===== config.mk =====
export PLATFORM = sky130hd
export DESIGN_NAME = sliding_window_arq_engine_top
export DESIGN_NICKNAME = d
export VERILOG_FILES = /design/src/rtl/swarq_pkg.sv /design/src/rtl/swarq_front.sv /design/src/rtl/swarq_back.sv /design/src/rtl/sliding_window_arq_engine_top.sv
export SDC_FILE = /design/constraint.sdc
export NUM_CORES = 1
export LEC_CHECK = 0
export ABC_AREA = 1
export BUFFER_PORTS_ARGS = -buffer_cell sky130_fd_sc_hd__buf_4
export CAP_MARGIN = 30
export CORE_UTILIZATION = 55
export DETAILED_ROUTE_END_ITERATION = 8
export GPL_TIMING_DRIVEN = 0
export HOLD_SLACK_MARGIN = 0.15
export PLACE_DENSITY_LB_ADDON = 0.08
export SYNTH_ARGS = -nofsm -noshare
export SYNTH_HDL_FRONTEND = slang
export SYNTH_SLANG_ARGS = --single-unit

===== constraint.sdc =====
create_clock -name clk -period 8.2 [get_ports clk]
set_input_delay 1.23 -clock clk [delete_from_list [all_inputs] [get_ports clk]]
set_output_delay 1.23 -clock clk [all_outputs]
set_load 0.005 [all_outputs]

===== src/rtl/swarq_pkg.sv =====
`default_nettype none
package swarq_pkg;

    localparam int unsigned FUNC_W = 2;
    localparam int unsigned SEQ_W = 8;
    localparam int unsigned DATA_W = 64;
    localparam int unsigned TICK_W = 16;
    localparam logic [TICK_W-1:0] TICKS_RESET = 16'd500;

    localparam logic [1:0] FUNC_SEND = 2'd0;
    localparam logic [1:0] FUNC_RECV = 2'd1;
    localparam logic [1:0] FUNC_TICK = 2'd2;

    localparam logic [1:0] FRAME_DATA = 2'd0;
    localparam logic [1:0] FRAME_ACK = 2'd1;

    localparam logic [1:0] OUT_DATA = 2'd0;
    localparam logic [1:0] OUT_ACK = 2'd1;
    localparam logic [1:0] OUT_DELIVER = 2'd2;
    localparam logic [1:0] OUT_REFUSE = 2'd3;

    typedef enum logic [3:0] {
        CMD_NONE = 4'b0001,
        CMD_SEND = 4'b0010,
        CMD_ACK  = 4'b0100,
        CMD_DATA = 4'b1000
    } cmd_kind_t;

    typedef struct packed {
        logic [SEQ_W-1:0]  seq_num;
        logic [SEQ_W-1:0]  ack_num;
        logic [DATA_W-1:0] payload;
        logic              tick;
        cmd_kind_t         kind;
    } cmd_t;

    typedef struct packed {
        logic [1:0]        out_kind;
        logic [SEQ_W-1:0]  out_seq;
        logic [SEQ_W-1:0]  out_ack;
        logic [DATA_W-1:0] out_payload;
        logic              out_last;
    } result_t;

endpackage
`default_nettype wire


===== src/rtl/swarq_front.sv =====
`default_nettype none
module swarq_front
(
    input  wire logic                            clk,
    input  wire logic                            rst_n,
    input  wire logic                            in_valid,
    output logic                                 in_ready,
    input  wire logic [1:0]                      func,
    input  wire logic [1:0]                      frame_kind,
    input  wire logic [swarq_pkg::SEQ_W-1:0]     seq_num,
    input  wire logic [swarq_pkg::SEQ_W-1:0]     ack_num,
    input  wire logic [swarq_pkg::DATA_W-1:0]    payload,
    output logic                                 cmd_valid,
    input  wire logic                            cmd_ready,
    output swarq_pkg::cmd_t                      cmd
);
    import swarq_pkg::*;

    cmd_t q_reg [2];
    logic [1:0] cnt_reg;
    logic wp_reg;
    logic rp_reg;
    cmd_t c;
    logic push;
    logic pop;

    always_comb
    begin
        c.seq_num = seq_num;
        c.ack_num = ack_num;
        c.payload = payload;
        c.tick = 1'b0;
        c.kind = CMD_NONE;
        case (func)
            FUNC_SEND: c.kind = CMD_SEND;
            FUNC_RECV:
            begin
                if (frame_kind == FRAME_ACK)
                    c.kind = CMD_ACK;
                else if (frame_kind == FRAME_DATA)
                    c.kind = CMD_DATA;
            end
            FUNC_TICK: c.tick = 1'b1;
            default: c.kind = CMD_NONE;
        endcase
    end

    assign in_ready = (cnt_reg != 2'd2);
    assign push = in_valid && in_ready && (c.kind != CMD_NONE || c.tick);
    assign cmd_valid = (cnt_reg != 2'd0);
    assign pop = cmd_valid && cmd_ready;
    assign cmd = q_reg[rp_reg];

    always_ff @(posedge clk)
    begin
        if (push)
            q_reg[wp_reg] <= c;
    end

    always_ff @(posedge clk or negedge rst_n)
    begin
        if (!rst_n)
        begin
            cnt_reg <= 2'd0;
            wp_reg <= 1'b0;
            rp_reg <= 1'b0;
        end
        else
        begin
            if (push)
                wp_reg <= ~wp_reg;
            if (pop)
                rp_reg <= ~rp_reg;
            cnt_reg <= cnt_reg + {1'b0, push} - {1'b0, pop};
        end
    end

endmodule
`default_nettype wire


===== src/rtl/swarq_back.sv =====
`default_nettype none
module swarq_back
#(
    parameter int unsigned SEND_WINDOW = 4,
    parameter int unsigned RECV_WINDOW = 4
)
(
    input  wire logic                            clk,
    input  wire logic                            rst_n,
    input  wire logic                            cfg_we,
    input  wire logic [swarq_pkg::TICK_W-1:0]    cfg_data,
    input  wire logic                            cmd_valid,
    output logic                                 cmd_ready,
    input  wire swarq_pkg::cmd_t                 cmd,
    output logic                                 res_valid,
    input  wire logic                            res_ready,
    output swarq_pkg::result_t                   res
);
    import swarq_pkg::*;

    localparam int unsigned SW_W = (SEND_WINDOW > 1) ? $clog2(SEND_WINDOW) : 1;
    localparam int unsigned RW_W = (RECV_WINDOW > 1) ? $clog2(RECV_WINDOW) : 1;
    localparam int unsigned SC_W = $clog2(SEND_WINDOW + 1);
    localparam int unsigned RC_W = $clog2(RECV_WINDOW + 1);
    localparam logic [SEQ_W-1:0] SEND_WIN = SEQ_W'(SEND_WINDOW);
    localparam logic [SEQ_W-1:0] RECV_WIN = SEQ_W'(RECV_WINDOW);

    typedef enum logic [3:0] {
        ST_IDLE = 4'b0001,
        ST_TICK = 4'b0010,
        ST_DLV  = 4'b0100,
        ST_ACKO = 4'b1000
    } state_t;

    state_t state_reg, state_next;
    logic [TICK_W-1:0] ticks_reg;
    logic [SEQ_W-1:0] oldest_reg, nts_reg, nexp_reg;
    logic [DATA_W-1:0] sbuf_reg [SEND_WINDOW];
    logic [TICK_W-1:0] stim_reg [SEND_WINDOW];
    logic [DATA_W-1:0] rbuf_reg [RECV_WINDOW];
    logic [RECV_WINDOW-1:0] rvalid_reg;
    logic [SC_W-1:0] idx_reg;
    logic [SC_W-1:0] lim_reg;
    logic [RC_W-1:0] guard_reg;
    logic rv_reg;
    result_t r_reg;

    logic [SEQ_W-1:0] outst, s8, rpos, apos;
    logic [SW_W-1:0] sslot, tslot;
    logic [RW_W-1:0] rslot, eslot;
    logic free_out;
    logic emit;
    result_t er;
    logic [SC_W-1:0] lim_c;

    assign outst = nts_reg - oldest_reg;
    assign lim_c = (outst > SEND_WIN) ? SC_W'(SEND_WINDOW) : SC_W'(outst);
    assign s8 = oldest_reg + SEQ_W'(idx_reg);
    assign sslot = SW_W'(nts_reg % SEND_WIN);
    assign tslot = SW_W'(s8 % SEND_WIN);
    assign rslot = RW_W'(cmd.seq_num % RECV_WIN);
    assign eslot = RW_W'(nexp_reg % RECV_WIN);
    assign rpos = cmd.seq_num - nexp_reg;
    assign apos = cmd.ack_num - oldest_reg;
    assign free_out = !rv_reg || res_ready;
    assign cmd_ready = (state_reg == ST_IDLE) && free_out;
    assign res_valid = rv_reg;
    assign res = r_reg;

    always_comb
    begin
        state_next = state_reg;
        emit = 1'b0;
        er = '0;
        case (state_reg)
            ST_IDLE:
            begin
                if (cmd_valid && free_out)
                begin
                    if (cmd.tick)
                        state_next = (lim_c == '0) ? ST_IDLE : ST_TICK;
                    else
                    begin
                        case (cmd.kind)
                            CMD_SEND:
                            begin
                                emit = 1'b1;
                                er.out_last = 1'b1;
                                if (outst >= SEND_WIN)
                                    er.out_kind = OUT_REFUSE;
                                else
                                begin
                                    er.out_kind = OUT_DATA;
                                    er.out_seq = nts_reg;
                                    er.out_payload = cmd.payload;
                                end
                            end
                            CMD_DATA:
                            begin
                                if (rpos < RECV_WIN && cmd.seq_num == nexp_reg)
                                    state_next = ST_DLV;
                            end
                            default: state_next = ST_IDLE;
                        endcase
                    end
                end
            end
            ST_TICK:
            begin
                if (free_out)
                begin
                    if (stim_reg[tslot] <= 16'd1)
                    begin
                        emit = 1'b1;
                        er.out_kind = OUT_DATA;
                        er.out_seq = s8;
                        er.out_payload = sbuf_reg[tslot];
                        er.out_last = 1'b1;
                        for (int j = 0; j < SEND_WINDOW; j++)
                        begin
                            if (SC_W'(j) > idx_reg && SC_W'(j) < lim_reg)
                            begin
                                if (stim_reg[SW_W'((oldest_reg + SEQ_W'(j)) % SEND_WIN)]
                                    <= 16'd1)
                                    er.out_last = 1'b0;
                            end
                        end
                    end
                    if (idx_reg + 1'b1 >= lim_reg)
                        state_next = ST_IDLE;
                end
            end
            ST_DLV:
            begin
                if (free_out)
                begin
                    if (rvalid_reg[eslot] && guard_reg < RC_W'(RECV_WINDOW))
                    begin
                        emit = 1'b1;
                        er.out_kind = OUT_DELIVER;
                        er.out_seq = nexp_reg;
                        er.out_payload = rbuf_reg[eslot];
                    end
                    else
                        state_next = ST_ACKO;
                end
            end
            ST_ACKO:
            begin
                if (free_out)
                begin
                    emit = 1'b1;
                    er.out_kind = OUT_ACK;
                    er.out_ack = nexp_reg - 1'b1;
                    er.out_last = 1'b1;
                    state_next = ST_IDLE;
                end
            end
            default: state_next = ST_IDLE;
        endcase
    end

    always_ff @(posedge clk)
    begin
        if (emit)
            r_reg <= er;
        if (state_reg == ST_IDLE && cmd_valid && free_out && !cmd.tick)
        begin
            if (cmd.kind == CMD_SEND && outst < SEND_WIN)
                sbuf_reg[sslot] <= cmd.payload;
            if (cmd.kind == CMD_DATA && rpos < RECV_WIN)
                rbuf_reg[rslot] <= cmd.payload;
        end
    end

    always_ff @(posedge clk or negedge rst_n)
    begin
        if (!rst_n)
        begin
            state_reg <= ST_IDLE;
            ticks_reg <= TICKS_RESET;
            oldest_reg <= '0;
            nts_reg <= '0;
            nexp_reg <= '0;
            rvalid_reg <= '0;
            idx_reg <= '0;
            lim_reg <= '0;
            guard_reg <= '0;
            rv_reg <= 1'b0;
            for (int i = 0; i < SEND_WINDOW; i++)
                stim_reg[i] <= '0;
        end
        else
        begin
            state_reg <= state_next;
            if (cfg_we)
                ticks_reg <= cfg_data;
            if (emit)
                rv_reg <= 1'b1;
            else if (res_ready)
                rv_reg <= 1'b0;
            case (state_reg)
                ST_IDLE:
                begin
                    idx_reg <= '0;
                    lim_reg <= lim_c;
                    guard_reg <= '0;
                    if (cmd_valid && free_out && !cmd.tick)
                    begin
                        case (cmd.kind)
                            CMD_SEND:
                            begin
                                if (outst < SEND_WIN)
                                begin
                                    stim_reg[sslot] <= ticks_reg;
                                    nts_reg <= nts_reg + 1'b1;
                                end
                            end
                            CMD_ACK:
                            begin
                                if (apos < outst)
                                    oldest_reg <= cmd.ack_num + 1'b1;
                            end
                            CMD_DATA:
                            begin
                                if (rpos < RECV_WIN)
                                    rvalid_reg[rslot] <= 1'b1;
                            end
                            default: ;
                        endcase
                    end
                end
                ST_TICK:
                begin
                    if (free_out)
                    begin
                        if (stim_reg[tslot] <= 16'd1)
                            stim_reg[tslot] <= ticks_reg;
                        else
                            stim_reg[tslot] <= stim_reg[tslot] - 1'b1;
                        idx_reg <= idx_reg + 1'b1;
                    end
                end
                ST_DLV:
                begin
                    if (free_out && rvalid_reg[eslot] && guard_reg < RC_W'(RECV_WINDOW))
                    begin
                        rvalid_reg[eslot] <= 1'b0;
                        nexp_reg <= nexp_reg + 1'b1;
                        guard_reg <= guard_reg + 1'b1;
                    end
                end
                default: ;
            endcase
        end
    end

endmodule
`default_nettype wire


===== src/rtl/sliding_window_arq_engine_top.sv =====
`default_nettype none
// Channel  Dir  tdata                                        tuser       tlast
// s_axis   in   seq_num, ack_num, payload (80 bits)          func,kind   -
// m_axis   out  out_seq, out_ack, out_payload (80 bits)      out_kind    out_last
// cfg      in   retransmit_ticks (16 bits, cfg_we strobe)    -           -
// A send, an ack or a data frame that delivers nothing is handled in the idle state; a data
// frame that delivers passes through a delivery state, one payload per step, and then an
// ack-out state; a tick with outstanding slots walks each of them in the tick state.
// The back-end sequencer walks the window one slot a cycle while the output is not stalled.
// Reset clears all control state and loads retransmit_ticks with 500.
// A two-entry queue parts the front from the back; a full output register stalls the back.
module sliding_window_arq_engine_top
#(
    parameter int unsigned SEND_WINDOW = 4,
    parameter int unsigned RECV_WINDOW = 4
)
(
    input  wire logic        clk,
    input  wire logic        rst_n,
    input  wire logic        cfg_we,
    input  wire logic [15:0] cfg_data,
    input  wire logic        s_axis_tvalid,
    output logic             s_axis_tready,
    input  wire logic [79:0] s_axis_tdata,  // seq_num, ack_num, payload
    input  wire logic [3:0]  s_axis_tuser,  // func, frame_kind
    output logic             m_axis_tvalid,
    input  wire logic        m_axis_tready,
    output logic [79:0]      m_axis_tdata,  // out_seq, out_ack, out_payload
    output logic [1:0]       m_axis_tuser,  // out_kind
    output logic             m_axis_tlast
);
    import swarq_pkg::*;

    logic cmd_valid;
    logic cmd_ready;
    cmd_t cmd;
    result_t res;

    swarq_front u_front
    (
        .clk        (clk),
        .rst_n      (rst_n),
        .in_valid   (s_axis_tvalid),
        .in_ready   (s_axis_tready),
        .func       (s_axis_tuser[1:0]),
        .frame_kind (s_axis_tuser[3:2]),
        .seq_num    (s_axis_tdata[7:0]),
        .ack_num    (s_axis_tdata[15:8]),
        .payload    (s_axis_tdata[79:16]),
        .cmd_valid  (cmd_valid),
        .cmd_ready  (cmd_ready),
        .cmd        (cmd)
    );

    swarq_back #(.SEND_WINDOW(SEND_WINDOW), .RECV_WINDOW(RECV_WINDOW)) u_back
    (
        .clk       (clk),
        .rst_n     (rst_n),
        .cfg_we    (cfg_we),
        .cfg_data  (cfg_data),
        .cmd_valid (cmd_valid),
        .cmd_ready (cmd_ready),
        .cmd       (cmd),
        .res_valid (m_axis_tvalid),
        .res_ready (m_axis_tready),
        .res       (res)
    );

    assign m_axis_tdata = {res.out_payload, res.out_ack, res.out_seq};
    assign m_axis_tuser = res.out_kind;
    assign m_axis_tlast = res.out_last;

endmodule
`default_nettype wire


==> flow_summary.toml <==
[worst_setup_path]
r2r_cells = 18
path_cells = "inv_1, clkbuf_1, clkbuf_1, ha_1, nand2_1, nand2_1, nand2_1, nand3b_1, nand2_1, inv_1, nor2_1, nand3_1, nand3b_1, nor3_2, buf_6, buf_6, buf_6, buf_4"
cpMostUsedCell = "nand2_1"
critPathMaxStageDelay_ns = 0.83
slowest_stage = "nor3_2"
critical_path_class = "flip-flop to flip-flop"
setup.worst_path.start_class = "flip-flop"
crit_arrival_ns = 6.03
crit_fanout = 12
end_kind = "flip-flop"
cp_data_required_time_ns = 8.56

[pwr]
p_int_uw = 10200
p_per_area_nw_per_um2 = 381
vdd_ir_drop_max_mv = 0.353
power_frac_comb_pct = 41.4
switching_share_pct = 40.1
leakagePower_uw = 0.0172
p_sw_uw = 6840
p_seq_share_pct = 34.4
clockPowerShare_pct = 24.2

[floorplan]
io_pins = 190
start_util_pct = 55.7
fp-row-count = 96
dieWidth_um = 266
core-area_um2 = 68800
die_y_um = 266
die_area_um2 = 70800

[logic_synthesis]
synth_edf_count = 765
synth_cells = 3238
ys_ff_latch = 891
synth-main-ff-cell = "edfxtp_1"
synth_nets = 3397
syn_avg_cell_area_um2 = 11.8
yosysUniqueCellTypes = 52
synth-seq-area-share_pct = 68.1
synth.largest_area_cell = "edfxtp_1"
synth_area_um2 = 38400
async_flop_share_pct = 14.1
ys_warn_count = 0
yosysTopAreaCellShare_pct = 59.9
synth_area_leaders = "edfxtp_1 60%, nand2_1 7.8%, dfrtp_1 7.8%"

[timing]
slew_viol_final = 0
setup_viol = 0
relSlewSlack_pct = 32.0
timing.fmax_ghz = 0.176
tightest_slew_ns = 1.01
rsz0062_at_grt = "no"
fin_hold_ws_ns = 0.478
skew_ns = 0.0275
finalHoldViolCount = 0
final.min_clock_period_ns = 5.67
post-route-period-util_pct = 69.2

[global_routing]
overflow = 0
antenna_found_initial = 0
grt_pass1_wl_um = 159000
grt_pass1_vias = 26100
grt_usage_pct = 30.1
grt_max_degree = 79

[placed_design]
place_congestion = 0.984
dp_hpwl_um = 74900
placed_area_um2 = 41700
port_buffers = 188

[min_path]
hp-class = "flip-flop to flip-flop"
whs_path_depth = 1

[clock_tree]
path_clk_slew_ns = 0.06
hold_buffers = 0
cts_tree = "yes"
cts.sinks = 891
clock_latency_ns = 0.66
cts-resized-gates = 0
htreeDepth = 3
cts.path.max_buffers = 3
post-cts-setup-buffers = 0
cts_buffers = 91
clockRootBuffer = "clkbuf_16"

[drt]
drcViolationCount = 0
viasPerCell = 5.83
antenna_left = 0
wl_per_cell_um = 23.2
drt-initial-drc-count = 2357
vias = 26600
drt-total-wl_um = 106000
dr.pass1.iters = 7

[finish]
antenna_cells = 0
syn_to_final_growth_pct = 16.5
layout_commonest_cell = "nand2_1"
drive_above_1_share_pct = 15.3
most-common-layout-cells = "797 x nand2_1, 765 x edfxtp_1, 281 x nor2_1"
nets = 3725
design_area_um2 = 44700

[outcome]
status = "completed"

[flow_run]
maxCapViolations = 0
[per-layer routing]
metal / track usage (%) / wire length [µm] / vias to the layer above
met1: 39.8 / 42800 / 13100
met2: 51.2 / 52700 / 1074
li1: - / - / 12200
met5: 0 / 0 / -
met3: 3.89 / 6850 / 196
met4: 10.6 / 3490 / 0
[through the flow]
step / setup TNS, ns / setup slack (ns) / util (%) / cells / power [µW]
2_1_floorplan: 0 / 0.601 / - / 3238 / 10500
3_3_place_gp: -1424.51 / -4.93 / 59.5 / 4357 / 12800
3_5_place_dp: 0 / 2.64 / 60.6 / 4404 / 12900
4_1_cts: 0 / 2.62 / 65.0 / 4571 / 17100
5_1_grt: 0 / 2.36 / 65.0 / 4571 / 17900
6_report: 0 / 2.53 / 65.0 / 4571 / 17100
[cell families (layout without fill, tap and decap cells)]
group	Yosys count	in the layout	share of synthesized area, %
xor+xnor	45	45	1.03
simple gates	1312	1312	14.2
fa+ha+maj	54	54	1.82
compound gates	531	531	8.99
flops	891	891	68.1
mux	76	76	2.23
buf+inv	329	731	3.59
[final cells by class]
type | instances | area [µm²]
clock buffers | 111 | 2400
plain buffers | 140 | 663
flip-flops and latches | 891 | 26100
multi-input cells | 2018 | 10900
well taps | 931 | 1160
clock inverters | 56 | 602
repair buffers | 235 | 2110
fillers | 5300 | 24100
inverters | 189 | 717
[cells in the mapped netlist (14+ instances only)]
cell type	n
a21oi_1	31
clkbuf_1	90
a221oi_1	61
nand3_1	130
nand4_1	30
nor3_1	16
o211ai_1	65
dfrtp_1	119
nand2_1	798
xor2_1	28
mux2_2	75
xnor2_1	17
ha_1	51
o22ai_1	70
edfxtp_1	765
o21ai_0	206
inv_1	175
buf_4	14
buf_2	18
nand3_2	15
a22o_1	66
nor2_1	286
[path summary, 6_finish.rpt]
kind | start | to | slack (ns)
worst min register to register | u_back.nexp_reg[7] | u_back.nexp_reg[7] | 0.48
worst max-delay path | u_back.nexp_reg[1] | u_back.rbuf_reg[2][50] | 2.53
min in group asynchronous | rst_n | u_back.oldest_reg[6] | 0.51
worst min-delay path | u_back.nexp_reg[7] | u_back.nexp_reg[7] | 0.48
max in group asynchronous | rst_n | u_back.ticks_reg[5] | 6.85
worst max register to register | u_back.nexp_reg[1] | u_back.rbuf_reg[2][50] | 2.53
[power groups by stage]
stage / Combinational [µW] / Clock (µW) / Sequential (µW)
2_1_floorplan: 4570 / 0 / 5920
3_3_place_gp: 6770 / 0 / 6000
3_5_place_dp: 6970 / 0 / 5950
4_1_cts: 7010 / 4190 / 5860
5_1_grt: 7650 / 4350 / 5890
6_report: 7060 / 4130 / 5860
[worst max-delay path, delay by kind of cell (launching register included)]
family / cells / cell delay, ns
buffers and inverters: 8 / 2.59
and+or+nand+nor: 9 / 1.93
DFF: 1 / 0.46
adders and majority gates: 1 / 0.38
Power figures use the tool's default switching activity.
